<file path="config.mk">
export PLATFORM = sky130hd
export DESIGN_NAME = stick_to_stepper_rate_flat
export DESIGN_NICKNAME = d
export VERILOG_FILES = /design/src/hw/rtl/stsr_pkg.sv /design/src/hw/rtl/stsr_in_if.sv /design/src/hw/rtl/stsr_out_if.sv /design/src/hw/rtl/stsr_divsqrt.sv /design/src/hw/rtl/stick_to_stepper_rate.sv /design/src/flat_wrapper.sv
export SDC_FILE = /design/constraint.sdc
export NUM_CORES = 1
export LEC_CHECK = 0
export BUFFER_PORTS_ARGS = -buffer_cell sky130_fd_sc_hd__buf_2
export CAP_MARGIN = 20
export CORE_AREA = 2 2 160 162
export CTS_CLUSTER_SIZE = 20
export DETAILED_ROUTE_END_ITERATION = 16
export DIE_AREA = 0 0 162 164
export PLACE_DENSITY = 0.74
export SLEW_MARGIN = 20
export SYNTH_ARGS = -nofsm -noshare
export SYNTH_HDL_FRONTEND = slang
export SYNTH_SLANG_ARGS = --single-unit
</file>
<file path="constraint.sdc">
create_clock -name i_clk -period 4.3 [get_ports i_clk]
set_input_delay 0.86 -clock i_clk [delete_from_list [all_inputs] [get_ports i_clk]]
set_output_delay 0.86 -clock i_clk [all_outputs]
set_load 0.01 [all_outputs]
</file>
<file path="src/hw/rtl/stsr_pkg.sv">
// Shared widths, register indexes and reset values for the stick-to-stepper-rate block.
// Used by the channel interfaces, the divide/root unit and the top level.
package stsr_pkg;

    localparam int STICK_W   = 11;  // stick and dial samples, signed
    localparam int CLK_W     = 28;  // timer clock over step rate
    localparam int BAND_W    = 11;
    localparam int MAG_W     = 12;  // doubled stick magnitude, 2..2048 outside the dead band
    localparam int QUO_W     = CLK_W;
    localparam int ROOT_W    = QUO_W / 2;
    localparam int RELOAD_W  = 13;
    localparam int AXES      = 3;
    localparam int AXIS_W    = 2;
    localparam int CFG_IDX_W = 2;
    localparam int CFG_W     = CLK_W;

    localparam logic [RELOAD_W-1:0] RELOAD_MAX = {RELOAD_W{1'b1}};

    localparam logic [CFG_IDX_W-1:0] CFG_CORE_CLOCK = 2'd0;
    localparam logic [CFG_IDX_W-1:0] CFG_DEAD_BAND  = 2'd1;
    localparam logic [CFG_IDX_W-1:0] CFG_RELAY_THR  = 2'd2;

    localparam logic [CLK_W-1:0]          CORE_CLOCK_RST = 28'd168000000;
    localparam logic [BAND_W-1:0]         DEAD_BAND_RST  = 11'd10;
    localparam logic signed [STICK_W-1:0] RELAY_THR_RST  = 11'sd1000;

endpackage

</file>
<file path="src/hw/rtl/stsr_in_if.sv">
// Input channel: one remote-control frame per request.
// Depends on stsr_pkg for field widths.
interface stsr_in_if;
    import stsr_pkg::*;

    logic                      valid;
    logic                      ready;
    logic                      enable_frame;
    logic signed [STICK_W-1:0] pick_stick;
    logic signed [STICK_W-1:0] hold_stick;
    logic signed [STICK_W-1:0] pot_stick;
    logic signed [STICK_W-1:0] relay_dial;

    modport source (output valid, enable_frame, pick_stick, hold_stick, pot_stick, relay_dial,
                    input ready);
    modport sink   (input valid, enable_frame, pick_stick, hold_stick, pot_stick, relay_dial,
                    output ready);
endinterface

</file>
<file path="src/hw/rtl/stsr_out_if.sv">
// Output channel: stepper direction, run and reload for three axes plus the relay level.
// Depends on stsr_pkg for field widths.
interface stsr_out_if;
    import stsr_pkg::*;

    logic                valid;
    logic                ready;
    logic                pick_dir;
    logic                pick_run;
    logic [RELOAD_W-1:0] pick_reload;
    logic                hold_dir;
    logic                hold_run;
    logic [RELOAD_W-1:0] hold_reload;
    logic                pot_dir;
    logic                pot_run;
    logic [RELOAD_W-1:0] pot_reload;
    logic                relay_on;

    modport source (output valid, pick_dir, pick_run, pick_reload, hold_dir, hold_run,
                    hold_reload, pot_dir, pot_run, pot_reload, relay_on,
                    input ready);
    modport sink   (input valid, pick_dir, pick_run, pick_reload, hold_dir, hold_run,
                    hold_reload, pot_dir, pot_run, pot_reload, relay_on,
                    output ready);
endinterface

</file>
<file path="src/hw/rtl/stsr_divsqrt.sv">
// Bit-serial unit: floor(sqrt(dividend / divisor)), one quotient bit per cycle, then
// one root bit per cycle. Depends on stsr_pkg.
module stsr_divsqrt (
    input  logic                          i_clk,
    input  logic                          i_rst_n,
    input  logic                          i_start,
    input  logic [stsr_pkg::QUO_W-1:0]    i_dividend,
    input  logic [stsr_pkg::MAG_W-1:0]    i_divisor,
    output logic                          o_done,
    output logic [stsr_pkg::ROOT_W-1:0]   o_root
);
    import stsr_pkg::*;

    localparam int CNT_W = $clog2(QUO_W);
    localparam logic [CNT_W-1:0] DIV_LAST  = CNT_W'(QUO_W - 1);
    localparam logic [CNT_W-1:0] SQRT_LAST = CNT_W'(ROOT_W - 1);

    typedef enum logic [1:0] {S_IDLE, S_DIV, S_SQRT, S_DONE} t_state;

    t_state              r_state;
    logic [CNT_W-1:0]    r_cnt;
    logic [QUO_W-1:0]    r_quo;
    logic [MAG_W-1:0]    r_rem;
    logic [MAG_W-1:0]    r_divisor;
    logic [ROOT_W+1:0]   r_srem;
    logic [ROOT_W-1:0]   r_root;

    logic [MAG_W:0]      div_trial;
    logic [MAG_W:0]      div_diff;
    logic                div_ge;
    logic [ROOT_W+3:0]   sq_trial;
    logic [ROOT_W+3:0]   sq_test;
    logic [ROOT_W+3:0]   sq_diff;
    logic                sq_ge;

    // restoring division step: bring down one dividend bit
    assign div_trial = {r_rem, r_quo[QUO_W-1]};
    assign div_diff  = div_trial - {1'b0, r_divisor};
    assign div_ge    = div_trial >= {1'b0, r_divisor};

    // root step: bring down two radicand bits, try root*4+1
    assign sq_trial = {r_srem, r_quo[QUO_W-1 -: 2]};
    assign sq_test  = {2'b00, r_root, 2'b01};
    assign sq_diff  = sq_trial - sq_test;
    assign sq_ge    = sq_trial >= sq_test;

    always_ff @(posedge i_clk) begin
        if (!i_rst_n) begin
            r_state <= S_IDLE;
            r_cnt   <= '0;
        end else begin
            unique case (r_state)
                S_IDLE: begin
                    if (i_start) begin
                        r_quo     <= i_dividend;
                        r_divisor <= i_divisor;
                        r_rem     <= '0;
                        r_cnt     <= DIV_LAST;
                        r_state   <= S_DIV;
                    end
                end
                S_DIV: begin
                    r_rem <= div_ge ? div_diff[MAG_W-1:0] : div_trial[MAG_W-1:0];
                    r_quo <= {r_quo[QUO_W-2:0], div_ge};
                    if (r_cnt == '0) begin
                        r_srem  <= '0;
                        r_root  <= '0;
                        r_cnt   <= SQRT_LAST;
                        r_state <= S_SQRT;
                    end else begin
                        r_cnt <= r_cnt - 1'b1;
                    end
                end
                S_SQRT: begin
                    r_srem <= sq_ge ? sq_diff[ROOT_W+1:0] : sq_trial[ROOT_W+1:0];
                    r_root <= {r_root[ROOT_W-2:0], sq_ge};
                    r_quo  <= {r_quo[QUO_W-3:0], 2'b00};
                    if (r_cnt == '0) begin
                        r_state <= S_DONE;
                    end else begin
                        r_cnt <= r_cnt - 1'b1;
                    end
                end
                S_DONE: begin
                    r_state <= S_IDLE;
                end
                default: begin
                    r_state <= S_IDLE;
                end
            endcase
        end
    end

    assign o_done = (r_state == S_DONE);
    assign o_root = r_root;

    a_start_idle: assert property (@(posedge i_clk) disable iff (!i_rst_n)
        i_start |-> r_state == S_IDLE)
        else $error("divsqrt started while busy");

    a_done_pulse: assert property (@(posedge i_clk) disable iff (!i_rst_n)
        o_done |=> !o_done)
        else $error("divsqrt done held more than one cycle");

    a_no_early_done: assert property (@(posedge i_clk) disable iff (!i_rst_n)
        i_start |=> !o_done)
        else $error("divsqrt done right after start");

endmodule

</file>
<file path="src/hw/rtl/stick_to_stepper_rate.sv">
// Top level of the stick-to-stepper-rate block: frame in, stepper timer settings out.
// Depends on stsr_pkg, stsr_in_if, stsr_out_if and stsr_divsqrt.

// A frame request is taken only while the block is idle; the previous result may still sit
// in the output register meanwhile. Axes are handled one after another by one bit-serial
// divide/root unit: an axis inside its dead band ends in S_AXIS; a running axis waits in
// S_WAIT while the unit works out 28 quotient bits, then 14 root bits. A frame with enable
// low goes from accept to S_FINISH, which waits for a free output register. The relay level
// is set at accept for enabled frames. Config is written via i_cfg_we/i_cfg_idx/i_cfg_data.
module stick_to_stepper_rate (
    input  logic                            i_clk,
    input  logic                            i_rst_n,
    input  logic                            i_cfg_we,
    input  logic [stsr_pkg::CFG_IDX_W-1:0]  i_cfg_idx,
    input  logic [stsr_pkg::CFG_W-1:0]      i_cfg_data,
    stsr_in_if.sink                         i_in,
    stsr_out_if.source                      o_out
);
    import stsr_pkg::*;

    localparam logic [AXIS_W-1:0] AXIS_LAST = AXIS_W'(AXES - 1);

    typedef enum logic [1:0] {S_IDLE, S_AXIS, S_WAIT, S_FINISH} t_state;

    // configuration
    logic [CLK_W-1:0]          r_core_clock;
    logic [BAND_W-1:0]         r_dead_band;
    logic signed [STICK_W-1:0] r_relay_thr;

    // control and axis state
    t_state                    r_state;
    logic [AXIS_W-1:0]         r_axis;
    logic [AXES-1:0]           r_run;
    logic [AXES-1:0]           r_dir;
    logic [RELOAD_W-1:0]       r_reload [AXES];
    logic                      r_relay;
    logic signed [STICK_W-1:0] r_stick [AXES];

    // output register
    logic                      r_out_valid;
    logic [AXES-1:0]           r_o_run;
    logic [AXES-1:0]           r_o_dir;
    logic [RELOAD_W-1:0]       r_o_reload [AXES];
    logic                      r_o_relay;

    logic                      accept;
    logic                      out_free;
    logic signed [MAG_W-1:0]   fr;
    logic signed [MAG_W-1:0]   band;
    logic                      fr_pos;
    logic                      fr_neg;
    logic [MAG_W-1:0]          mag;
    logic                      u_done;
    logic [ROOT_W-1:0]         u_root;
    logic [RELOAD_W-1:0]       sat_reload;

    assign accept   = i_in.valid && i_in.ready;
    assign out_free = !r_out_valid || o_out.ready;

    // doubled stick against the dead band
    assign fr     = $signed({r_stick[r_axis], 1'b0});
    assign band   = $signed({1'b0, r_dead_band});
    assign fr_pos = fr > band;
    assign fr_neg = fr < -band;
    assign mag    = fr_neg ? MAG_W'(-fr) : MAG_W'(fr);

    // reload is root minus one, floored at zero and clipped to the counter width
    always_comb begin
        if (u_root == '0) begin
            sat_reload = '0;
        end else if (u_root > ROOT_W'({1'b0, RELOAD_MAX}) + ROOT_W'(1)) begin
            sat_reload = RELOAD_MAX;
        end else begin
            sat_reload = RELOAD_W'(u_root - ROOT_W'(1));
        end
    end

    stsr_divsqrt u_divsqrt (
        .i_clk      (i_clk),
        .i_rst_n    (i_rst_n),
        .i_start    (r_state == S_AXIS && (fr_pos || fr_neg)),
        .i_dividend (r_core_clock),
        .i_divisor  (mag),
        .o_done     (u_done),
        .o_root     (u_root)
    );

    always_ff @(posedge i_clk) begin
        if (!i_rst_n) begin
            r_core_clock <= CORE_CLOCK_RST;
            r_dead_band  <= DEAD_BAND_RST;
            r_relay_thr  <= RELAY_THR_RST;
        end else if (i_cfg_we) begin
            case (i_cfg_idx)
                CFG_CORE_CLOCK: r_core_clock <= i_cfg_data[CLK_W-1:0];
                CFG_DEAD_BAND:  r_dead_band  <= i_cfg_data[BAND_W-1:0];
                CFG_RELAY_THR:  r_relay_thr  <= $signed(i_cfg_data[STICK_W-1:0]);
                default: ;
            endcase
        end
    end

    always_ff @(posedge i_clk) begin
        if (!i_rst_n) begin
            r_state     <= S_IDLE;
            r_axis      <= '0;
            r_run       <= '0;
            r_dir       <= '0;
            r_reload    <= '{default: '0};
            r_relay     <= 1'b0;
            r_out_valid <= 1'b0;
        end else begin
            // drop the result once taken, unless a new one is loaded in the same cycle
            if (r_out_valid && o_out.ready && r_state != S_FINISH) begin
                r_out_valid <= 1'b0;
            end
            unique case (r_state)
                S_IDLE: begin
                    if (accept) begin
                        r_stick[0] <= i_in.pick_stick;
                        r_stick[1] <= i_in.hold_stick;
                        r_stick[2] <= i_in.pot_stick;
                        r_axis     <= '0;
                        if (i_in.enable_frame) begin
                            r_relay <= i_in.relay_dial > r_relay_thr;
                            r_state <= S_AXIS;
                        end else begin
                            r_state <= S_FINISH;
                        end
                    end
                end
                S_AXIS: begin
                    if (fr_pos) begin
                        r_dir[r_axis] <= 1'b1;
                    end else if (fr_neg) begin
                        r_dir[r_axis] <= 1'b0;
                    end
                    if (fr_pos || fr_neg) begin
                        r_state <= S_WAIT;
                    end else begin
                        // inside the band: stop, keep direction and reload
                        r_run[r_axis] <= 1'b0;
                        if (r_axis == AXIS_LAST) begin
                            r_state <= S_FINISH;
                        end else begin
                            r_axis <= r_axis + 1'b1;
                        end
                    end
                end
                S_WAIT: begin
                    if (u_done) begin
                        r_run[r_axis]    <= 1'b1;
                        r_reload[r_axis] <= sat_reload;
                        if (r_axis == AXIS_LAST) begin
                            r_state <= S_FINISH;
                        end else begin
                            r_axis  <= r_axis + 1'b1;
                            r_state <= S_AXIS;
                        end
                    end
                end
                S_FINISH: begin
                    // hold until the output register is free
                    if (out_free) begin
                        r_o_run     <= r_run;
                        r_o_dir     <= r_dir;
                        r_o_reload  <= r_reload;
                        r_o_relay   <= r_relay;
                        r_out_valid <= 1'b1;
                        r_state     <= S_IDLE;
                    end
                end
                default: begin
                    r_state <= S_IDLE;
                end
            endcase
        end
    end

    assign i_in.ready        = (r_state == S_IDLE);
    assign o_out.valid       = r_out_valid;
    assign o_out.pick_dir    = r_o_dir[0];
    assign o_out.pick_run    = r_o_run[0];
    assign o_out.pick_reload = r_o_reload[0];
    assign o_out.hold_dir    = r_o_dir[1];
    assign o_out.hold_run    = r_o_run[1];
    assign o_out.hold_reload = r_o_reload[1];
    assign o_out.pot_dir     = r_o_dir[2];
    assign o_out.pot_run     = r_o_run[2];
    assign o_out.pot_reload  = r_o_reload[2];
    assign o_out.relay_on    = r_o_relay;

    a_accept_busy: assert property (@(posedge i_clk) disable iff (!i_rst_n)
        accept |=> !i_in.ready)
        else $error("frame request accepted without leaving idle");

    a_done_in_wait: assert property (@(posedge i_clk) disable iff (!i_rst_n)
        u_done |-> r_state == S_WAIT)
        else $error("root result arrived outside the wait state");

    a_finish_loads: assert property (@(posedge i_clk) disable iff (!i_rst_n)
        (r_state == S_FINISH && out_free) |=> (r_out_valid && r_state == S_IDLE))
        else $error("finished frame not loaded into the output register");

endmodule
</file>
<file path="src/flat_wrapper.sv">
// flat-port wrapper written by rule: the top's interface ports become plain ports
module stick_to_stepper_rate_flat import stsr_pkg::*;
  (i_clk, i_rst_n, i_cfg_we, i_cfg_idx, i_cfg_data, i_in_valid, i_in_enable_frame, i_in_pick_stick, i_in_hold_stick, i_in_pot_stick, i_in_relay_dial, i_in_ready, o_out_valid, o_out_pick_dir, o_out_pick_run, o_out_pick_reload, o_out_hold_dir, o_out_hold_run, o_out_hold_reload, o_out_pot_dir, o_out_pot_run, o_out_pot_reload, o_out_relay_on, o_out_ready);
  stsr_in_if i_in_i ();
  stsr_out_if o_out_i ();
  input  logic i_clk;
  input  logic i_rst_n;
  input  logic i_cfg_we;
  input  logic [stsr_pkg::CFG_IDX_W-1:0] i_cfg_idx;
  input  logic [stsr_pkg::CFG_W-1:0] i_cfg_data;
  input wire logic [$bits(i_in_i.valid)-1:0] i_in_valid;
  input wire logic [$bits(i_in_i.enable_frame)-1:0] i_in_enable_frame;
  input wire logic [$bits(i_in_i.pick_stick)-1:0] i_in_pick_stick;
  input wire logic [$bits(i_in_i.hold_stick)-1:0] i_in_hold_stick;
  input wire logic [$bits(i_in_i.pot_stick)-1:0] i_in_pot_stick;
  input wire logic [$bits(i_in_i.relay_dial)-1:0] i_in_relay_dial;
  output wire logic [$bits(i_in_i.ready)-1:0] i_in_ready;
  output wire logic [$bits(o_out_i.valid)-1:0] o_out_valid;
  output wire logic [$bits(o_out_i.pick_dir)-1:0] o_out_pick_dir;
  output wire logic [$bits(o_out_i.pick_run)-1:0] o_out_pick_run;
  output wire logic [$bits(o_out_i.pick_reload)-1:0] o_out_pick_reload;
  output wire logic [$bits(o_out_i.hold_dir)-1:0] o_out_hold_dir;
  output wire logic [$bits(o_out_i.hold_run)-1:0] o_out_hold_run;
  output wire logic [$bits(o_out_i.hold_reload)-1:0] o_out_hold_reload;
  output wire logic [$bits(o_out_i.pot_dir)-1:0] o_out_pot_dir;
  output wire logic [$bits(o_out_i.pot_run)-1:0] o_out_pot_run;
  output wire logic [$bits(o_out_i.pot_reload)-1:0] o_out_pot_reload;
  output wire logic [$bits(o_out_i.relay_on)-1:0] o_out_relay_on;
  input wire logic [$bits(o_out_i.ready)-1:0] o_out_ready;
  assign i_in_i.valid = i_in_valid;
  assign i_in_i.enable_frame = i_in_enable_frame;
  assign i_in_i.pick_stick = i_in_pick_stick;
  assign i_in_i.hold_stick = i_in_hold_stick;
  assign i_in_i.pot_stick = i_in_pot_stick;
  assign i_in_i.relay_dial = i_in_relay_dial;
  assign i_in_ready = i_in_i.ready;
  assign o_out_valid = o_out_i.valid;
  assign o_out_pick_dir = o_out_i.pick_dir;
  assign o_out_pick_run = o_out_i.pick_run;
  assign o_out_pick_reload = o_out_i.pick_reload;
  assign o_out_hold_dir = o_out_i.hold_dir;
  assign o_out_hold_run = o_out_i.hold_run;
  assign o_out_hold_reload = o_out_i.hold_reload;
  assign o_out_pot_dir = o_out_i.pot_dir;
  assign o_out_pot_run = o_out_i.pot_run;
  assign o_out_pot_reload = o_out_i.pot_reload;
  assign o_out_relay_on = o_out_i.relay_on;
  assign o_out_i.ready = o_out_ready;
  stick_to_stepper_rate u_core (.i_clk(i_clk), .i_rst_n(i_rst_n), .i_cfg_we(i_cfg_we), .i_cfg_idx(i_cfg_idx), .i_cfg_data(i_cfg_data), .i_in(i_in_i), .o_out(o_out_i));
endmodule
</file>
# Word level (Yosys, flattened, before mapping)
# Memories as Yosys holds them, arrays and structs flattened. A register that Yosys moved wholly into a read port is not among the register bits.
# Index checks and enable logic that the tools add are counted.
totals:
  in_bits: 80
  latch_bits: 0
  memories: 1
  ff_bits: 236
  output_inout_bits: 48
  romBits: 0
  mem_bits_rw: 33
op_classes:
  n_div: 0
  shifts: 0
  multipliers: 0
  n_mux: 53
  n_reduce_logical: 36
  bitwise_logic: 6
  n_addsub: 7
  eq_ne: 19
  n_lt_le_gt_ge: 10
mem_list:
  columns: ["memory", "words", "word_bits", "rd", "rd_ports_with_merged_regs", "write_ports", "line_no", "source"]
  rows:
  - ["u_core.r_stick", 3, 11, 1, 1, 3, "stick_to_stepper_rate.sv:37", "logic signed [STICK_W-1:0] r_stick [AXES];"]
ops:
  columns: ["cell", "n"]
  rows:
  - ["one-hot mux 28 bit (3 select lines)", 1]
  - ["bitwise mux 39 bit", 1]
  - ["two-way mux 13 bit", 3]
  - ["two-way mux 12 bit", 3]
  - ["two-way mux 16 bit", 2]
  - ["two-way mux 2 bit", 16]
  - ["one-hot mux 16 bit (2 select lines)", 1]
  - ["two-way mux 28 bit", 1]
  - ["one-hot mux 14 bit (2 select lines)", 1]
  - ["AND reduction 3 bit", 9]
  - ["demux 13 bit (select 2 bit)", 1]
  - ["one-hot mux 12 bit (2 select lines)", 1]
  - ["greater-or-equal comparator 18 x 16 -> 1 bit", 1]
  - ["inequality test 2 bit (second input constant)", 8]
  - ["one-hot mux 2 bit (4 select lines)", 2]
  - ["subtractor 16 bit", 1]
  - ["two-way mux 5 bit", 3]
  - ["one-hot mux 5 bit (3 select lines)", 1]
  - ["> comparator 14 bit (second input constant)", 1]
  - ["zero test 14 bit", 1]
  - ["two-way mux 14 bit", 1]
  - ["greater-or-equal comparator 13 x 12 -> 1 bit", 1]
  - ["subtractor 13 x 1 -> 13 bit (second input constant)", 1]
  - ["== test 2 bit (second input constant)", 6]
  - ["other kinds (33)", 64]

# Logic depth before layout (Yosys ltp)
depth:
  word_depth: 8
  depth_mapped: 15
  depth_no_buf: 15

# Cells and area by module
# Synthesis repeated with hierarchy kept, for this count alone.
hier_totals:
  hier_cells: 1315
  area_unflattened_um2: 13405.4
by_module_without_submodules:
  columns: ["mod", "area_per_inst_um2", "cells_each", "seq_area_each_um2", "n_inst"]
  rows:
  - ["stick_to_stepper_rate", 8025.2, 787, 4434.3, 1]
  - ["stsr_divsqrt", 5380.2, 528, 2602.5, 1]

# Worst setup path before layout
# OpenSTA, ideal clock, no wires.
synth_timing:
  kind: "reg2reg"
  startpoint: "register u_core.r_dead_band[0]"
  endpoint: "register u_core.u_divsqrt.r_quo[0] (enable)"
  required_ns: 3.878
  period_less_slack_ns: 4.770
  setup_time_ns: 0.422
  path_buffers: 0
  setup_slack_ns: -0.470
  path_stages_with_launch: 15
  t_arrival_ns: 4.348
  path_cell_list: "dfxtp_1 or3_1 nor3_2 nand2_1 nor2_1 nand2_1 nor3_1 nand2b_1 ha_1 a21o_1 a2111oi_1 o22ai_1 o22ai_4 nand3_1 a21oi_1"
synth_between:
  elab_chain_len: 6
  elab_cells_between_ends: 7
  cone_classes: "add/sub (1); order compare (2); eq/ne (1); reduce/logical (3)"
synth_lines:
  columns: ["item", "line_no", "source"]
  rows:
  - ["start: declaration", "stick_to_stepper_rate.sv:27", "logic [BAND_W-1:0] r_dead_band;"]
  - ["start signal: assignment", "stick_to_stepper_rate.sv:96", "CFG_DEAD_BAND: r_dead_band <= i_cfg_data[BAND_W-1:0];"]
  - ["negation 11 -> 12 bit", "stick_to_stepper_rate.sv:64", "assign fr_neg = fr < -band;"]
  - ["less-than comparator 12 bit", "stick_to_stepper_rate.sv:64", null]
  - ["logical OR 1 bit *", "stick_to_stepper_rate.sv:81", ".i_start (r_state == S_AXIS && (fr_pos || fr_neg)),"]
  - ["logical AND 1 bit *", "stick_to_stepper_rate.sv:81", null]
  - ["inequality test 2 bit (no source line) *", null, null]
  - ["AND reduction 3 bit (no source line) *", null, null]
  - ["end signal: assignment", "stsr_divsqrt.sv:55", "r_quo <= i_dividend;"]
  - ["end signal: assignment", "stsr_divsqrt.sv:64", "r_quo <= {r_quo[QUO_W-2:0], div_ge};"]
  - ["end signal: assignment", "stsr_divsqrt.sv:77", "r_quo <= {r_quo[QUO_W-3:0], 2'b00};"]
  - ["end: declaration", "stsr_divsqrt.sv:22", "logic [QUO_W-1:0] r_quo;"]
# Mark *: on every way between the ends. The rest lies on a longest branch, timed or not.
# A chain may end at the register's enable or synchronous reset.

# Final worst setup path
layout_timing:
  startpoint: "register u_core.r_dead_band[0]"
  endpoint: "register u_core.u_divsqrt.r_quo[1] (enable)"
# The elaborated chain is that of the path after synthesis.

==> metrics.txt <==
status completed; PortBufs between 100 and 150; R2R depth 15; register area share after synthesis 54.2%; post-route minimum period roughly 4000 ps; CTS buffer count 28; register-to-register setup slack between 200 and 300 ps; final setup vio count 0; layout cells sized above 1 15.7%; Tot GR Track Use 20.5%; Reg-to-Reg End u_core.u_divsqrt.r_quo[1]; reg-to-reg startpoint u_core.r_dead_band[0]; vias in the first global route between 8000 and 9000; hpwl dp 19700 um; Post-synth EDFFs 160; Cell Pwr Density 543 nW/um2; Initial Util between 50% and 60%; Sequential Power Share 41.3%; CTS tree yes; Die ar. 26600 um2; Post-CTS Hold Buffers 0; first-pass GRT wire length 44200 um; placed instance count 1670; Clk pin slew, worst setup/hold paths 60 ps; CORE AREA about 25000 um2; syn_nets 1409; DR iter-0 viols 673; Fmax 248 MHz; Max Cap Viol 0; final hold viol count 0; gr ovfl total 0; Internal 5.39 mW; IO Pins ~130; clk_skew approximately 19 ps; Crit Path Max Fanout 28; Area Growth Syn to Fin 14.4%; Leakage around 5.8 nW; Final Non-Filler Cells 1722; Routed WL about 27000 um; Post-CTS Setup Bufs 0; largest net degree at the start of global routing between 60 and 70; Avg Cell Area, Syn between 10 and 15 um2; DRC viols 0; Worst Setup SP u_core.r_dead_band[0]; Routed wire per std cell 15.9 um; Antenna diodes 0; HP Class reg2reg; initial antenna violation count 0; Clock H-tree levels 1; Post-synth top flop edfxtp_1; Synth async-reset ratio 0%; Final nets 1524; combinational share of power roughly 30%; hold_sp u_core.r_reload[37]; Switch Pwr 2.65 mW; Synth Instances 1255; drt first pass iters 5; final critical-path share of the clock period a little over nine tenths; row count 58; synthesized cell area approximately 13000 um2; yosys warns 0; GPL Wtd Cong 0.863; Root Driver clkbuf_16; startpoint type of the worst setup path flip-flop; CTS sink count 270; CP Capture Point u_core.u_divsqrt.r_quo[1]; Worst-Margin Slew between 900 and 1000 ps; synth unique cells 75; Vias 9463; WP data required 4530 ps; Die Height 164 um; clock buffer depth 3; total power 8.04 mW; Peak VDD IR 0.329 mV; Pins Over Slew Limit 0; Die Wd between 150 and 200 um; Clk pwr share 29.0%; Post-DRT Antenna Nets 0; crit path DAT 4260 ps; FF+latch count, synth 270; crit path kind reg2reg; Worst setup EP type flip-flop; Worst slew margin 36.7%; sw frac 32.9%; via/cell ratio 5.50; Hold WS 426 ps; Worst-Skew Late Latency 550 ps
cell families after synthesis:
family          after synthesis  share of synthesized area [%]
simple gates                378                           13.3
compound gates              324                           15.9
flops                       270                           54.2
buf+inv                     136                           4.18
fa+ha+maj                    75                           7.24
xor+xnor                     43                           2.91
mux                          29                           2.26
sequential cells by signal (all words and copies together), names as in the netlist, 2 cells and up, named ones only:
register and flops:
u_core.u_divsqrt.r_divisor 11, u_core.r_o_run 3, u_core.r_core_clock 28, u_core.r_o_dir 3, u_core.o_out.pot_reload 13, u_core.r_stick 33, u_core.u_divsqrt.o_root 14, u_core.r_axis 2
u_core.u_divsqrt.r_state 2, u_core.r_dead_band 11, u_core.u_divsqrt.r_cnt 5, u_core.o_out.pick_reload 13, u_core.u_divsqrt.r_srem 16, u_core.u_divsqrt.r_quo 28, u_core.o_out.hold_reload 13, u_core.r_relay_thr 11
u_core.r_reload 39, u_core.u_divsqrt.r_rem 12, u_core.r_state 2
synthesized netlist by cell type (12+ instances only):
cell / number / area (um2)
mux2i_1: 28 / 280
nand2b_1: 15 / 93.8
a21oi_1: 142 / 711
o21a_1: 12 / 90.1
edfxtp_1: 160 / 4800
xnor2_1: 33 / 289
inv_1: 76 / 285
dfxtp_1: 110 / 2200
nor2b_1: 17 / 106
ha_1: 74 / 926
a211oi_1: 25 / 188
a22oi_1: 26 / 195
nand3_1: 26 / 130
clkbuf_1: 46 / 173
nand2_1: 154 / 578
a21o_1: 13 / 97.6
o21ai_0: 38 / 190
nor2_1: 106 / 398
nor3_1: 13 / 65.1
how the worst min path moves through the flow:
| stage | to | depth (start not counted) |
|---|---|---|
| 6_report | u_core.o_out.pick_reload[11] | 0 |
| 3_3_place_gp | u_core.o_out.pot_reload[11] | 0 |
| 4_1_cts | u_core.o_out.pick_reload[11] | 0 |
| 2_1_floorplan | u_core.r_o_dir[0] | 0 |
| 3_5_place_dp | u_core.o_out.pick_reload[11] | 0 |
| 5_1_grt | u_core.o_out.pick_reload[7] | 0 |
final cells by class:
class / instances / area (um2)
clock buffer: 37 / 764
clock inverter: 15 / 130
fill: 2119 / 10000
inverter: 77 / 289
multi-input combinational: 849 / 5410
sequential: 270 / 7010
tap: 330 / 413
timing repair buffer: 144 / 776
worst max-delay path, cell delays in order, from the launching register on:
cell and delay, ps:
dfxtp_1 330, or3_1 450, nor3_2 200, nand2_1 110
nor2_1 180, nand2_1 170, nor3_2 200, nand2b_1 140
ha_1 240, a21o_1 190, a2111oi_2 390, o22ai_1 200
o22ai_4 260, nand3_1 180, a21oi_2 230, buf_12 230
power by group through the flow:
stage / Sequential (mW) / Clock [mW] / Combinational [mW]
after global placement: 3.36 / 0 / 2.31
after floorplan: 3.33 / 0 / 1.84
after global routing: 3.35 / 2.47 / 2.71
after detailed placement: 3.37 / 0 / 2.37
after CTS: 3.32 / 2.37 / 2.38
final: 3.32 / 2.33 / 2.39
layer usage:
| metal | track usage [%] | share of wire (%) |
|---|---|---|
| met4 | 5.95 | 2.5 |
| met5 | 0 | 0 |
| met3 | 3.43 | 6.3 |
| met2 | 32.9 | 45 |
| met1 | 28.9 | 46 |
per-stage QoR:
step / area (um2) / setup WS, ps / utilization, % / setup TNS [ps]
final: 14800 / 274 / 59.6 / 0
after global routing: 14800 / -7.55 / 59.6 / -70.5
after CTS: 14800 / 201 / 59.5 / 0
after detailed placement: 13900 / 211 / 55.9 / 0
after global placement: 13900 / 339 / 55.9 / 0
after floorplan: 12900 / 65.0 / - / 0
placed cells by master, fill, tap and decap left out, types with 5 or more instances in the layout:
cell / instances
a22oi_1: 26
buf_4: 16
clkbuf_1: 6
inv_1: 76
ha_1: 73
nand2b_1: 15
edfxtp_1: 160
o21ai_0: 38
clkbuf_16: 28
dfxtp_1: 110
nor2_1: 105
nand2_1: 154
a21o_1: 13
o221a_2: 7
mux2i_1: 28
a31oi_1: 7
o22ai_1: 9
buf_2: 127
o211ai_1: 10
o21a_1: 12
a211oi_1: 25
nor3_1: 12
and3_1: 7
nand4_1: 9
nand3_1: 26
xnor2_1: 33
nor2b_1: 17
xor2_1: 10
clkinv_2: 5
a21oi_1: 140
what timing repair did:
action                     4_1_cts  5_1_grt
hold endpoints to repair         0        0
resized for setup                0        2
setup endpoints to repair        0       51
Power figures use the tool's default switching activity.
